## src/design/sws_pkg.sv

```systemverilog
// Shared types and constants of the six-wheel skid-steer mixer.
`default_nettype none
package sws_pkg;

  localparam logic [1:0] REQ_MANUAL   = 2'd0;
  localparam logic [1:0] REQ_AUTO     = 2'd1;
  localparam logic [1:0] REQ_GAMEPAD  = 2'd2;
  localparam logic [1:0] REQ_DEADLINE = 2'd3;

  localparam logic [1:0] ACT_NONE = 2'd0;
  localparam logic [1:0] ACT_SPIN = 2'd1;
  localparam logic [1:0] ACT_STOP = 2'd2;

  localparam logic [1:0] CFG_HALF_TRACK  = 2'd0;
  localparam logic [1:0] CFG_AXLE_OFFSET = 2'd1;

  localparam logic [15:0] HALF_TRACK_RESET  = 16'd256;
  localparam logic [15:0] AXLE_OFFSET_RESET = 16'd256;

  localparam logic [31:0] RADIUS_LIMIT = 32'h7FFF_0000;

  typedef enum logic [2:0] {
    CMD_NONE = 3'd0,
    CMD_STOP = 3'd1,
    CMD_HOLD = 3'd2,
    CMD_SAME = 3'd3,
    CMD_MIX  = 3'd4
  } cmd_kind_t;

  typedef struct packed {
    cmd_kind_t          kind;
    logic signed [15:0] speed;
    logic signed [15:0] steer;
    logic [15:0]        half_track;
    logic [15:0]        axle_offset;
    logic               auto_mode;
    logic               handbrake;
  } cmd_t;

endpackage
`default_nettype wire

```

## src/design/six_wheel_skid_steer_mixer.sv

```systemverilog
// Top level of the six-wheel skid-steer speed mixer.
// Events enter through a queue-style port: an event transfers when push is high
// and full is low. Results leave the same way: the oldest result is on the
// result ports while empty is low and transfers when pop is high.
// Each event gives exactly one result. Stops, holds, gamepad events, mode
// mismatches and straight drive pass from the queue through the idle and load
// states straight to the result register. A turning drive command goes through
// the shared restoring divider (for the radius and for each of four distinct
// wheel speeds) and the shared square root unit (for each of four distances).
// A two-entry command queue lets two more events transfer while one is worked.
// The configuration channel (cfg_valid, cfg_ready, cfg_index, cfg_data) is
// always ready; index 0 is half_track and index 1 is axle_offset, and other
// indexes are ignored.
// Synchronous reset clears the handbrake, mode and stop flags, empties the
// queue and result register, and restores both geometry registers to 256.
// When the receiver stalls, the result holds and full rises once the queue fills.
`default_nettype none
module six_wheel_skid_steer_mixer import sws_pkg::*; (
  input  wire logic               clk,
  input  wire logic               rst,
  input  wire logic               cfg_valid,
  output logic                    cfg_ready,
  input  wire logic [1:0]         cfg_index,
  input  wire logic [15:0]        cfg_data,
  input  wire logic               push,
  output logic                    full,
  input  wire logic [1:0]         req_type,
  input  wire logic signed [15:0] speed,
  input  wire logic signed [15:0] steer,
  input  wire logic               pad_connected,
  input  wire logic               thumb_left,
  input  wire logic               thumb_right,
  input  wire logic               button_a,
  input  wire logic               button_b,
  output logic                    empty,
  input  wire logic               pop,
  output logic [1:0]              action,
  output logic signed [15:0]      left_front_speed,
  output logic signed [15:0]      left_middle_speed,
  output logic signed [15:0]      left_rear_speed,
  output logic signed [15:0]      right_front_speed,
  output logic signed [15:0]      right_middle_speed,
  output logic signed [15:0]      right_rear_speed,
  output logic                    autonomous_mode,
  output logic                    handbrake_on
);

  cmd_t cmd;
  cmd_t q_data;
  logic accept;
  logic q_empty;
  logic q_pop;

  assign cfg_ready = 1'b1;
  assign accept    = push && !full;

  sws_front u_front (
    .clk           (clk),
    .rst           (rst),
    .cfg_we        (cfg_valid && cfg_ready),
    .cfg_index     (cfg_index),
    .cfg_data      (cfg_data),
    .accept        (accept),
    .req_type      (req_type),
    .speed         (speed),
    .steer         (steer),
    .pad_connected (pad_connected),
    .thumb_left    (thumb_left),
    .thumb_right   (thumb_right),
    .button_a      (button_a),
    .button_b      (button_b),
    .cmd           (cmd)
  );

  sws_fifo u_fifo (
    .clk     (clk),
    .rst     (rst),
    .wr      (accept),
    .wr_data (cmd),
    .rd      (q_pop),
    .rd_data (q_data),
    .full    (full),
    .empty   (q_empty)
  );

  sws_back u_back (
    .clk                (clk),
    .rst                (rst),
    .q_data             (q_data),
    .q_empty            (q_empty),
    .q_pop              (q_pop),
    .pop                (pop),
    .empty              (empty),
    .action             (action),
    .left_front_speed   (left_front_speed),
    .left_middle_speed  (left_middle_speed),
    .left_rear_speed    (left_rear_speed),
    .right_front_speed  (right_front_speed),
    .right_middle_speed (right_middle_speed),
    .right_rear_speed   (right_rear_speed),
    .autonomous_mode    (autonomous_mode),
    .handbrake_on       (handbrake_on)
  );

endmodule
`default_nettype wire

```

## src/design/sws_front.sv

```systemverilog
// Front end: configuration registers, mode flags and event classification.
`default_nettype none
module sws_front import sws_pkg::*; (
  input  wire logic               clk,
  input  wire logic               rst,
  input  wire logic               cfg_we,
  input  wire logic [1:0]         cfg_index,
  input  wire logic [15:0]        cfg_data,
  input  wire logic               accept,
  input  wire logic [1:0]         req_type,
  input  wire logic signed [15:0] speed,
  input  wire logic signed [15:0] steer,
  input  wire logic               pad_connected,
  input  wire logic               thumb_left,
  input  wire logic               thumb_right,
  input  wire logic               button_a,
  input  wire logic               button_b,
  output cmd_t                    cmd
);

  logic [15:0] half_track;
  logic [15:0] axle_offset;
  logic        handbrake;
  logic        auto_mode;
  logic        stop_sent;
  logic        handbrake_next;
  logic        auto_mode_next;
  logic        stop_sent_next;
  cmd_kind_t   kind;

  always_comb begin
    handbrake_next = handbrake;
    auto_mode_next = auto_mode;
    stop_sent_next = stop_sent;
    kind = CMD_NONE;
    case (req_type)
      REQ_MANUAL, REQ_AUTO: begin
        if ((req_type == REQ_AUTO) == auto_mode) begin
          if (speed != 16'sd0) begin
            stop_sent_next = 1'b0;
            kind = (steer == 16'sd0) ? CMD_SAME : CMD_MIX;
          end else if (handbrake) begin
            stop_sent_next = 1'b0;
            kind = CMD_HOLD;
          end else if (!stop_sent) begin
            stop_sent_next = 1'b1;
            kind = CMD_STOP;
          end
        end
      end
      REQ_GAMEPAD: begin
        if (pad_connected && thumb_left) begin
          handbrake_next = 1'b1;
        end else if (pad_connected && thumb_right) begin
          handbrake_next = 1'b0;
        end
        if (pad_connected && button_a) begin
          auto_mode_next = 1'b1;
        end else if (pad_connected && button_b) begin
          auto_mode_next = 1'b0;
        end
      end
      default: begin
        kind = CMD_STOP;
      end
    endcase
  end

  always_comb begin
    cmd.kind        = kind;
    cmd.speed       = speed;
    cmd.steer       = steer;
    cmd.half_track  = half_track;
    cmd.axle_offset = axle_offset;
    cmd.auto_mode   = auto_mode_next;
    cmd.handbrake   = handbrake_next;
  end

  always_ff @(posedge clk) begin
    if (rst) begin
      half_track  <= HALF_TRACK_RESET;
      axle_offset <= AXLE_OFFSET_RESET;
      handbrake   <= 1'b0;
      auto_mode   <= 1'b0;
      stop_sent   <= 1'b0;
    end else begin
      if (cfg_we && cfg_index == CFG_HALF_TRACK) begin
        half_track <= cfg_data;
      end
      if (cfg_we && cfg_index == CFG_AXLE_OFFSET) begin
        axle_offset <= cfg_data;
      end
      if (accept) begin
        handbrake <= handbrake_next;
        auto_mode <= auto_mode_next;
        stop_sent <= stop_sent_next;
      end
    end
  end

endmodule
`default_nettype wire

```

## src/design/sws_fifo.sv

```systemverilog
// Two-entry command queue between the front end and the back end.
`default_nettype none
module sws_fifo import sws_pkg::*; (
  input  wire logic clk,
  input  wire logic rst,
  input  wire logic wr,
  input  wire cmd_t wr_data,
  input  wire logic rd,
  output cmd_t      rd_data,
  output logic      full,
  output logic      empty
);

  cmd_t       entries [2];
  logic       wptr;
  logic       rptr;
  logic [1:0] count;

  assign full    = count == 2'd2;
  assign empty   = count == 2'd0;
  assign rd_data = entries[rptr];

  always_ff @(posedge clk) begin
    if (wr) begin
      entries[wptr] <= wr_data;
    end
  end

  always_ff @(posedge clk) begin
    if (rst) begin
      wptr  <= 1'b0;
      rptr  <= 1'b0;
      count <= 2'd0;
    end else begin
      if (wr) begin
        wptr <= ~wptr;
      end
      if (rd) begin
        rptr <= ~rptr;
      end
      count <= count + 2'(wr) - 2'(rd);
    end
  end

  a_no_overflow: assert property (@(posedge clk) disable iff (rst)
    count != 2'd3) else $error("command queue count out of range");
  a_ptr_match: assert property (@(posedge clk) disable iff (rst)
    (count == 2'd0 || count == 2'd2) |-> wptr == rptr)
    else $error("command queue pointers disagree with count");

endmodule
`default_nettype wire

```

## src/design/sws_back.sv

```systemverilog
// Back end: radius, wheel distances and scaled wheel speeds, plus the result register.
`default_nettype none
module sws_back import sws_pkg::*; (
  input  wire logic               clk,
  input  wire logic               rst,
  input  wire cmd_t               q_data,
  input  wire logic               q_empty,
  output logic                    q_pop,
  input  wire logic               pop,
  output logic                    empty,
  output logic [1:0]              action,
  output logic signed [15:0]      left_front_speed,
  output logic signed [15:0]      left_middle_speed,
  output logic signed [15:0]      left_rear_speed,
  output logic signed [15:0]      right_front_speed,
  output logic signed [15:0]      right_middle_speed,
  output logic signed [15:0]      right_rear_speed,
  output logic                    autonomous_mode,
  output logic                    handbrake_on
);

  typedef enum logic [10:0] {
    S_IDLE = 11'b00000000001,
    S_LOAD = 11'b00000000010,
    S_DIVR = 11'b00000000100,
    S_RAD  = 11'b00000001000,
    S_DX   = 11'b00000010000,
    S_SQ   = 11'b00000100000,
    S_SQRT = 11'b00001000000,
    S_MAX  = 11'b00010000000,
    S_PROD = 11'b00100000000,
    S_DIVW = 11'b01000000000,
    S_DONE = 11'b10000000000
  } state_t;

  state_t             state;
  logic               out_wait;
  cmd_t               cur;
  logic [25:0]        div_rem;
  logic [47:0]        div_quo;
  logic [24:0]        div_dvs;
  logic [5:0]         div_cnt;
  logic [25:0]        div_shift;
  logic               div_ge;
  logic [25:0]        div_rem_next;
  logic [47:0]        div_quo_next;
  logic [31:0]        rmag;
  logic [31:0]        y2;
  logic [16:0]        spd_mag;
  logic [1:0]         k;
  logic [23:0]        dxm;
  logic [49:0]        sq_op;
  logic [25:0]        sq_rem;
  logic [24:0]        sq_root;
  logic [4:0]         sq_cnt;
  logic [27:0]        sq_shift;
  logic [27:0]        sq_trial;
  logic               sq_ge;
  logic [24:0]        wheel_dist [4];
  logic [24:0]        dmax;
  logic signed [16:0] w [4];
  logic [15:0]        steer_mag;
  logic [23:0]        hx;
  logic signed [33:0] r_s;
  logic signed [33:0] dx;
  logic [33:0]        dx_abs;
  logic [31:0]        q_sub;
  logic [24:0]        max_a;
  logic [24:0]        max_b;
  logic               reverse;
  logic               rev_left;
  logic               rev_right;
  logic               out_free;
  logic               out_load;

  assign steer_mag = cur.steer[15] ? 16'(-cur.steer) : 16'(cur.steer);
  assign hx = {cur.half_track, 8'd0};
  assign r_s = cur.steer[15] ? -$signed({2'b00, rmag}) : $signed({2'b00, rmag});
  assign dx = k[1] ? r_s - $signed({10'd0, hx}) : r_s + $signed({10'd0, hx});
  assign dx_abs = dx[33] ? 34'(-dx) : 34'(dx);
  assign q_sub = div_quo[31:0] - 32'h0001_0000;

  assign div_shift    = {div_rem[24:0], div_quo[47]};
  assign div_ge       = div_shift >= {1'b0, div_dvs};
  assign div_rem_next = div_ge ? div_shift - {1'b0, div_dvs} : div_shift;
  assign div_quo_next = {div_quo[46:0], div_ge};

  assign sq_shift = {sq_rem, sq_op[49:48]};
  assign sq_trial = {1'b0, sq_root, 2'b01};
  assign sq_ge    = sq_shift >= sq_trial;

  assign max_a = (wheel_dist[0] > wheel_dist[1]) ? wheel_dist[0] : wheel_dist[1];
  assign max_b = (wheel_dist[2] > wheel_dist[3]) ? wheel_dist[2] : wheel_dist[3];

  assign reverse   = rmag < {8'd0, hx};
  assign rev_left  = reverse && cur.steer[15];
  assign rev_right = reverse && !cur.steer[15];

  assign out_free = !out_wait || pop;
  assign out_load = (state == S_LOAD && cur.kind != CMD_MIX || state == S_DONE) && out_free;
  assign q_pop = state == S_IDLE && !q_empty;
  assign empty = !out_wait;

  function automatic logic signed [15:0] neg_sat(input logic signed [16:0] v);
    logic signed [16:0] n;
    n = -v;
    neg_sat = (n > 17'sd32767) ? 16'sd32767 : n[15:0];
  endfunction

  function automatic logic signed [15:0] wheel(input logic signed [16:0] v, input logic rev);
    wheel = rev ? neg_sat(v) : v[15:0];
  endfunction

  always_ff @(posedge clk) begin
    if (rst) begin
      state    <= S_IDLE;
      out_wait <= 1'b0;
    end else begin
      if (out_load) begin
        out_wait <= 1'b1;
      end else if (pop) begin
        out_wait <= 1'b0;
      end
      case (state)
        S_IDLE: begin
          if (!q_empty) begin
            state <= S_LOAD;
          end
        end
        S_LOAD: begin
          if (cur.kind == CMD_MIX) begin
            state <= S_DIVR;
          end else if (out_free) begin
            state <= S_IDLE;
          end
        end
        S_DIVR: begin
          if (div_cnt == 6'd47) begin
            state <= S_RAD;
          end
        end
        S_RAD: begin
          state <= S_DX;
        end
        S_DX: begin
          state <= S_SQ;
        end
        S_SQ: begin
          state <= S_SQRT;
        end
        S_SQRT: begin
          if (sq_cnt == 5'd24) begin
            state <= (k == 2'd3) ? S_MAX : S_DX;
          end
        end
        S_MAX: begin
          state <= S_PROD;
        end
        S_PROD: begin
          if (dmax != 25'd0) begin
            state <= S_DIVW;
          end else if (k == 2'd3) begin
            state <= S_DONE;
          end
        end
        S_DIVW: begin
          if (div_cnt == 6'd47) begin
            state <= (k != 2'd3) ? S_PROD : S_DONE;
          end
        end
        S_DONE: begin
          if (out_free) begin
            state <= S_IDLE;
          end
        end
        default: begin
          state <= S_IDLE;
        end
      endcase
    end
  end

  always_ff @(posedge clk) begin
    case (state)
      S_IDLE: begin
        if (!q_empty) begin
          cur <= q_data;
        end
      end
      S_LOAD: begin
        div_quo <= 48'h0000_8000_0000;
        div_rem <= 26'd0;
        div_dvs <= {9'd0, steer_mag};
        div_cnt <= 6'd0;
        y2      <= cur.axle_offset * cur.axle_offset;
        spd_mag <= cur.speed[15] ? 17'(-$signed({cur.speed[15], cur.speed}))
                                 : {1'b0, cur.speed};
      end
      S_DIVR, S_DIVW: begin
        if (div_cnt != 6'd48) begin
          div_quo <= div_quo_next;
          div_rem <= div_rem_next;
          div_cnt <= div_cnt + 6'd1;
        end
        if (state == S_DIVW && div_cnt == 6'd47) begin
          w[k] <= cur.speed[15] ? -$signed(div_quo_next[16:0]) : $signed(div_quo_next[16:0]);
          if (k != 2'd3) begin
            k <= k + 2'd1;
          end
        end
      end
      S_RAD: begin
        rmag <= (q_sub > RADIUS_LIMIT) ? RADIUS_LIMIT : q_sub;
        k    <= 2'd0;
      end
      S_DX: begin
        dxm <= dx_abs[31:8];
      end
      S_SQ: begin
        sq_op   <= {1'b0, 49'(dxm * dxm) + (k[0] ? 49'd0 : {17'd0, y2})};
        sq_rem  <= 26'd0;
        sq_root <= 25'd0;
        sq_cnt  <= 5'd0;
      end
      S_SQRT: begin
        sq_op   <= {sq_op[47:0], 2'b00};
        sq_rem  <= sq_ge ? 26'(sq_shift - sq_trial) : sq_shift[25:0];
        sq_root <= {sq_root[23:0], sq_ge};
        sq_cnt  <= sq_cnt + 5'd1;
        if (sq_cnt == 5'd24) begin
          wheel_dist[k] <= {sq_root[23:0], sq_ge};
          if (k != 2'd3) begin
            k <= k + 2'd1;
          end
        end
      end
      S_MAX: begin
        dmax <= (max_a > max_b) ? max_a : max_b;
        k    <= 2'd0;
      end
      S_PROD: begin
        if (dmax == 25'd0) begin
          w[k] <= cur.speed[15] ? -$signed(spd_mag) : $signed(spd_mag);
          if (k != 2'd3) begin
            k <= k + 2'd1;
          end
        end else begin
          div_quo <= {6'd0, 42'(spd_mag * wheel_dist[k])};
          div_rem <= 26'd0;
          div_dvs <= dmax;
          div_cnt <= 6'd0;
        end
      end
      default: begin
      end
    endcase
  end

  always_ff @(posedge clk) begin
    if (out_load) begin
      autonomous_mode <= cur.auto_mode;
      handbrake_on    <= cur.handbrake;
      case (cur.kind)
        CMD_NONE: action <= ACT_NONE;
        CMD_STOP: action <= ACT_STOP;
        default:  action <= ACT_SPIN;
      endcase
      case (cur.kind)
        CMD_SAME: begin
          left_front_speed   <= cur.speed;
          left_middle_speed  <= cur.speed;
          left_rear_speed    <= cur.speed;
          right_front_speed  <= cur.speed;
          right_middle_speed <= cur.speed;
          right_rear_speed   <= cur.speed;
        end
        CMD_MIX: begin
          left_front_speed   <= wheel(w[0], rev_left);
          left_middle_speed  <= wheel(w[1], rev_left);
          left_rear_speed    <= wheel(w[0], rev_left);
          right_front_speed  <= wheel(w[2], rev_right);
          right_middle_speed <= wheel(w[3], rev_right);
          right_rear_speed   <= wheel(w[2], rev_right);
        end
        default: begin
          left_front_speed   <= 16'sd0;
          left_middle_speed  <= 16'sd0;
          left_rear_speed    <= 16'sd0;
          right_front_speed  <= 16'sd0;
          right_middle_speed <= 16'sd0;
          right_rear_speed   <= 16'sd0;
        end
      endcase
    end
  end

  a_pop_idle: assert property (@(posedge clk) disable iff (rst)
    q_pop |=> state == S_LOAD) else $error("command taken outside idle");
  a_no_lost_result: assert property (@(posedge clk) disable iff (rst)
    (out_wait && !pop) |-> !out_load) else $error("result overwritten before transfer");
  a_action_code: assert property (@(posedge clk) disable iff (rst)
    out_wait |-> (action == ACT_NONE || action == ACT_SPIN || action == ACT_STOP))
    else $error("invalid action code");

endmodule
`default_nettype wire
```

## config.mk

```make
export PLATFORM = sky130hd
export DESIGN_NAME = six_wheel_skid_steer_mixer
export DESIGN_NICKNAME = d
export VERILOG_FILES = /design/src/design/sws_pkg.sv /design/src/design/six_wheel_skid_steer_mixer.sv /design/src/design/sws_front.sv /design/src/design/sws_fifo.sv /design/src/design/sws_back.sv
export SDC_FILE = /design/constraint.sdc
export NUM_CORES = 2
export LEC_CHECK = 0
export BUFFER_PORTS_ARGS = -buffer_cell sky130_fd_sc_hd__buf_2
export CORE_ASPECT_RATIO = 0.5
export CORE_MARGIN = 2
export CORE_UTILIZATION = 35
export CTS_CLUSTER_SIZE = 28
export DETAILED_ROUTE_END_ITERATION = 7
export GPL_TIMING_DRIVEN = 1
export PLACE_DENSITY = 0.62
export SLEW_MARGIN = 20
export SYNTH_ARGS = -nofsm -noshare
export SYNTH_HDL_FRONTEND = slang
export SYNTH_HIERARCHICAL = 1
export SYNTH_SLANG_ARGS = --single-unit
```

## constraint.sdc

```tcl
create_clock -name clk -period 10.75 [get_ports clk]
set_clock_uncertainty 0.1 [all_clocks]
set_input_delay 1.6125 -clock clk [delete_from_list [all_inputs] [get_ports clk]]
set_output_delay 1.6125 -clock clk [all_outputs]
set_load 0.02 [all_outputs]
```

* After elaboration in Yosys (flattened, before gate mapping)
Memories as Yosys holds them, arrays and structs flattened. A register that Yosys moved wholly into a read port is not among the register bits.
Cells that the tools add are included.
W data, S select, Z words.
** Storage, ports and cells
- Register bits :: 461
- RAM bits :: 306
- Input bits :: 62
- Output and inout bits :: 103
- Logic and storage cells :: 235
- Memories kept :: 3
** Cells by class
- Add/sub/neg operators :: 21
- Multiply operators :: 3
- $lt $le $gt $ge :: 11
- Equality and inequality tests :: 34
- Multiplexer cells :: 86
- Bitwise logic cells :: 4
- Reduce and logical (&&, ||, !) cells :: 41
** Memories
- u_fifo.entries :: words 2, bits a word 69, rd ports 1, clocked after memory_dff 1, write ports 1, RTL line sws_fifo.sv:14 : cmd_t entries [2];
- u_back.wheel_dist :: words 4, bits a word 25, rd ports 5, clocked after memory_dff 1, write ports 1, RTL line sws_back.sv:59 : logic [24:0] wheel_dist [4];
- u_back.w :: words 4, bits a word 17, rd ports 4, clocked after memory_dff 0, write ports 1, RTL line sws_back.sv:61 : logic signed [16:0] w [4];
** Operators with widths (number)
- $mux W25 :: 7
- $mux W16 :: 9
- $pmux W48 S3 :: 1
- $pmux W16 S2 :: 4
- $pmux W11 S11 :: 1
- $neg A17 Y17 :: 6
- $pmux W25 S2 :: 2
- $pmux W50 S2 :: 1
- $mux W11 :: 9
- $mux W48 :: 2
- $gt A25 B25 Y1 :: 3
- $pmux W25 S3 :: 1
- $gt A17 B16 Y1 const B :: 4
- $mux W34 :: 2
- $mux W32 :: 2
- $pmux W26 S2 :: 1
- $mux W17 :: 3
- $add A48 B49 Y49 :: 1
- $mul A24 B24 Y48 :: 1
- $mul A17 B25 Y42 :: 1
- $add A34 B25 Y34 :: 1
- $neg A32 Y34 :: 1
- $sub A34 B25 Y34 :: 1
- $gt A32 B31 Y1 const B :: 1
- other kinds (70) :: 135

* Depth between registers and ports, before layout
- Depth in word-level cells :: 6
- Depth in mapped cells :: 29
- Gate-level depth less buffers :: 27

* Cells and area by module
The synthesis kept the hierarchy.
** By module, submodules not included
- sws_back :: instances 1, cells each 7602, area each 74868.1 µm²
- sws_fifo :: instances 1, cells each 236, area each 5237.5 µm²
- sws_front :: instances 1, cells each 215, area each 1672.9 µm²
- six_wheel_skid_steer_mixer :: instances 1, cells each 3, area each 25.0 µm²

* Least setup slack after synthesis
No wires, ideal clock.
- Path kind :: reg2reg
- From :: register u_back.state[10]
- To :: register u_back.div_cnt[0], enable pin
- Arrival time :: 10222 ps
- Setup slack :: -186 ps
- Stages on the path, launching flop included :: 8
- Path buffers :: 1
- Period minus slack after synthesis :: 10936 ps
- Cells stage by stage :: dfxtp_1 clkbuf_1 nor3_1 and3_1 nand2_1 nor3b_1 nor3_1 nor3_1
** On the way
- Longest elaborated chain between the ends :: 4
- Elaborated cells on any way between the ends :: 9
** Ends and longest elaborated chain
- start: declaration :: RTL line sws_back.sv:36 : state_t state;
- start signal: assignment :: RTL line sws_back.sv:153 : state <= (k == 2'd3) ? S_MAX : S_DX;
- start signal: assignment :: RTL line sws_back.sv:168 : state <= (k != 2'd3) ? S_PROD : S_DONE;
- $eq A11 B3 Y1 / $eq A11 B10 Y1 (equally long branches) :: RTL line sws_back.sv:184 : case (state)
- $reduce_or A2 Y1 :: RTL line sws_back.sv:184
- $ne A2 B1 Y1 (no source line) / $reduce_bool A3 Y1 (equally long branches)
- $reduce_and A3 Y1 (no source line) *
- end signal: assignment :: RTL line sws_back.sv:203 : div_cnt <= div_cnt + 6'd1;
- end: declaration :: RTL line sws_back.sv:42 : logic [5:0] div_cnt;
Mark *: on every way between the ends. The rest lies on a longest branch, timed or not.
A chain may end at the register's enable or synchronous reset.

==> impl_metrics.tcl <==
set metrics [dict create \
    run_status "finished clean" \
    grt_start_max_net_pins 70 \
    coreArea_um2 232000 \
    netlist_area_um2 81800 \
    path_max_fanout 25 \
    via_per_inst 5.02 \
    ys_warn_count 6 \
    rr_endpoint "u_back/div_quo[40]$_DFFE_PP_" \
    ant_nets 0 \
    critPathCaptureType "register" \
    layout_min_cycle_time_ns 8.75 \
    hold_path_class "register to register" \
    timing.critical_path.required_ns 11.09 \
    vias 56400 \
    post_cts_hold_buffer_count 0 \
    unrepaired_setup_endpoints_after_global_routing "no" \
    path_clk_slew_ns 0.06 \
    cp-start-kind "register" \
    async_flop_share_pct 0 \
    worstRegToRegCells 24 \
    synth_to_layout_area_growth_pct 8.52 \
    clock_tree.root_cell "sky130_fd_sc_hd__clkbuf_16" \
    top_level_ports 165 \
    grtUsageTotal_pct 16.8 \
    cts-htree-levels 3 \
    buffer_ports.inserted 163 \
    detailedPlacementHpwl_um 153000 \
    whs_path_depth 0 \
    yosys-top-cells-area "sky130_fd_sc_hd__edfxtp_1 29%, sky130_fd_sc_hd__fa_1 24%, sky130_fd_sc_hd__ha_1 9.1%, sky130_fd_sc_hd__inv_1 6.6%, sky130_fd_sc_hd__nand2_1 4.0%" \
    num-fill-cells 22800 \
    first_pass_iters 7 \
    floorplan.initialDensity_pct 35.2 \
    synth_ff_type "sky130_fd_sc_hd__edfxtp_1" \
    number_of_synthesized_flops_with_an_enable_pin 784 \
    place_congestion 0.876 \
    die-height_um 346 \
    std_cell_rows 125 \
    reg2reg_slack_ns 2.00 \
    floorplan.die_area_um2 238000 \
    syn-mean-instance-area_um2 10.2 \
    cts_tree "yes" \
    wl_um 200000 \
    maxSlewHeadroom_pct 26.9 \
    cts.repair_timing.setup_buffer_count 0 \
    worst_pin_slew_ns 1.09 \
    clock.fmax_ghz 0.114 \
    post_synth_inst_count 8056 \
    number_of_antenna_violations_at_the_first_check_in_global_routing 1 \
    drt_iter0_drc 4105 \
    final_net_count 9670 \
    worst_skew_pair.late_latency_ns 0.72 \
    layout_worst_path_cycle_share_pct 81.4 \
    worst-endpoint-arrival_ns 9.10 \
    synth_largest_type_area_fraction_pct 28.8 \
    cap_viol_max_count 0 \
    slew_viol_final 0 \
    hold_path.startpoint "u_back/cur[0]$_DFFE_PP_" \
    min_to "u_back/handbrake_on$_DFFE_PP_" \
    yosysSeqAreaShare_pct 30.1 \
    critical_path_class "register to register" \
    synth_largest_area_cell "sky130_fd_sc_hd__edfxtp_1" \
    synth.ff_latch_count 838 \
    grt_pass1_wl_um 319000 \
    drive_above_1_share_pct 6.78 \
    final-setup-viol-count 0 \
    cts.sink_count 838 \
    wl_per_cell_um 17.8 \
    cts_resized 0 \
    final_common_cell "sky130_fd_sc_hd__inv_1" \
    finalSetupTns_ns 0 \
    diodes 0 \
    cts-buffers-inserted 90 \
    most-common-layout-cells "1439 x sky130_fd_sc_hd__inv_1, 972 x sky130_fd_sc_hd__fa_1, 867 x sky130_fd_sc_hd__nand2_1" \
    floorplan.die.width_um 688 \
    cts.path.max_buffers 3 \
    grt.overflow.total 0 \
    drc_markers 0 \
    synth.lib_cells_used.distinct 100 \
    final_hold_viol_count 0 \
    first_global_vias 57500 \
]
flip-flops by register name, summed over array words and instances, names as in the netlist, 26 cells and up, named ones only:
signal,flops
u_back/cur,69
u_back/div_quo,48
u_back/rmag,32
u_back/sq_op,50
u_back/sq_rem,26
u_back/w,68
u_back/wheel_dist,100
u_back/y2,31
u_fifo/entries,138
area by class of cell:
type                            count  area (µm²)  area share [%]
Multi-Input combinational cell   5423       50300            56.7
Tap cell                         3111        3890            4.38
Inverter                         1440        5410            6.09
Sequential cell                   838       24600            27.7
Timing Repair Buffer              247        1490            1.68
Clock inverter                     61         687           0.774
Clock buffer                      105        2370            2.67
per-stage QoR:
stage	cells	hold WS [ns]	worst slack (ns)	instance area, µm²	utilization (%)
2_1_floorplan	8058	0.300	1.39	81800	-
3_3_place_gp	11100	0.312	2.05	85600	36.9
3_5_place_dp	11100	0.312	1.95	85600	36.9
4_1_cts	11200	0.342	1.96	88700	38.2
5_1_grt	11200	0.360	1.42	88800	38.2
6_report	11200	0.335	2.00	88800	38.2
cells in the mapped netlist (all sizes together), types with 21 or more instances:
library cell and count:
nor4 50, fa 972, a31oi 51, nor2b 86, o21ai 216, and2 398
or4 21, dfxtp 54, mux2i 101, a21oi 339, a21o 139, ha 596
or3 42, o21bai 28, nor2 365, clkbuf 252, o21a 43, nand3 71
nand2 867, buf 104, inv 1440, mux4 26, xnor2 204, edfxtp 784
o31ai 56, a211oi 29, nand4 45, xor2 122, nor3 102, and3 29
mux2 73, nand2b 70, o221ai 38
critical path, cell delays in order, from the launching register on:
cell and delay, ns:
sky130_fd_sc_hd__dfxtp_2 0.93, sky130_fd_sc_hd__mux4_2 0.82, sky130_fd_sc_hd__and2_1 0.27, sky130_fd_sc_hd__fa_1 0.53
sky130_fd_sc_hd__inv_1 0.05, sky130_fd_sc_hd__fa_1 0.47, sky130_fd_sc_hd__fa_1 0.51, sky130_fd_sc_hd__inv_1 0.05
sky130_fd_sc_hd__fa_1 0.50, sky130_fd_sc_hd__fa_1 0.49, sky130_fd_sc_hd__inv_1 0.05, sky130_fd_sc_hd__fa_1 0.47
sky130_fd_sc_hd__inv_1 0.05, sky130_fd_sc_hd__ha_1 0.36, sky130_fd_sc_hd__and3_1 0.23, sky130_fd_sc_hd__and3_1 0.20
sky130_fd_sc_hd__or4b_1 0.17, sky130_fd_sc_hd__a31oi_1 0.13, sky130_fd_sc_hd__o31ai_1 0.80, sky130_fd_sc_hd__nor3_1 0.16
sky130_fd_sc_hd__o21a_1 0.24, sky130_fd_sc_hd__or4_1 0.41, sky130_fd_sc_hd__a31oi_1 0.23, sky130_fd_sc_hd__xor2_1 0.16
sky130_fd_sc_hd__o21ai_0 0.09
layer usage:
metal	vias to the layer above	track usage, %	share of wire, %
li1	26300	-	-
met1	28300	23.3	45
met2	1469	28.2	48
met3	255	1.80	5.1
met4	0	3.97	2.2
met5	-	0	0
worst max-delay path by stage:
stage	endpoint	slack (ns)
2_1_floorplan	u_back/sq_cnt[0]$_SDFFCE_PN0P_	1.39
3_3_place_gp	u_back/div_quo[40]$_DFFE_PP_	2.05
3_5_place_dp	u_back/div_quo[40]$_DFFE_PP_	1.95
4_1_cts	u_back/div_quo[40]$_DFFE_PP_	1.96
5_1_grt	u_back/div_quo[40]$_DFFE_PP_	1.42
6_report	u_back/div_quo[40]$_DFFE_PP_	2.00
cells by family (layout without fill, tap and decap cells):
logic type	after synthesis	in the layout	synth area share [%]
and+or+nand+nor	2234	2234	13.3
AOI/OAI and AO/OA	1090	1090	8.49
adders and majority gates	1568	1568	32.9
DFF	838	838	30.1
buffers and inverters	1797	1853	8.63
other	2	4	0.00918
muxes	200	200	3.00
xor gates and xnor gates	327	327	3.52
Power is left out: the tool's default activity adds up to more than one toggle a clock period on the data nets, which glitch-free logic cannot reach.
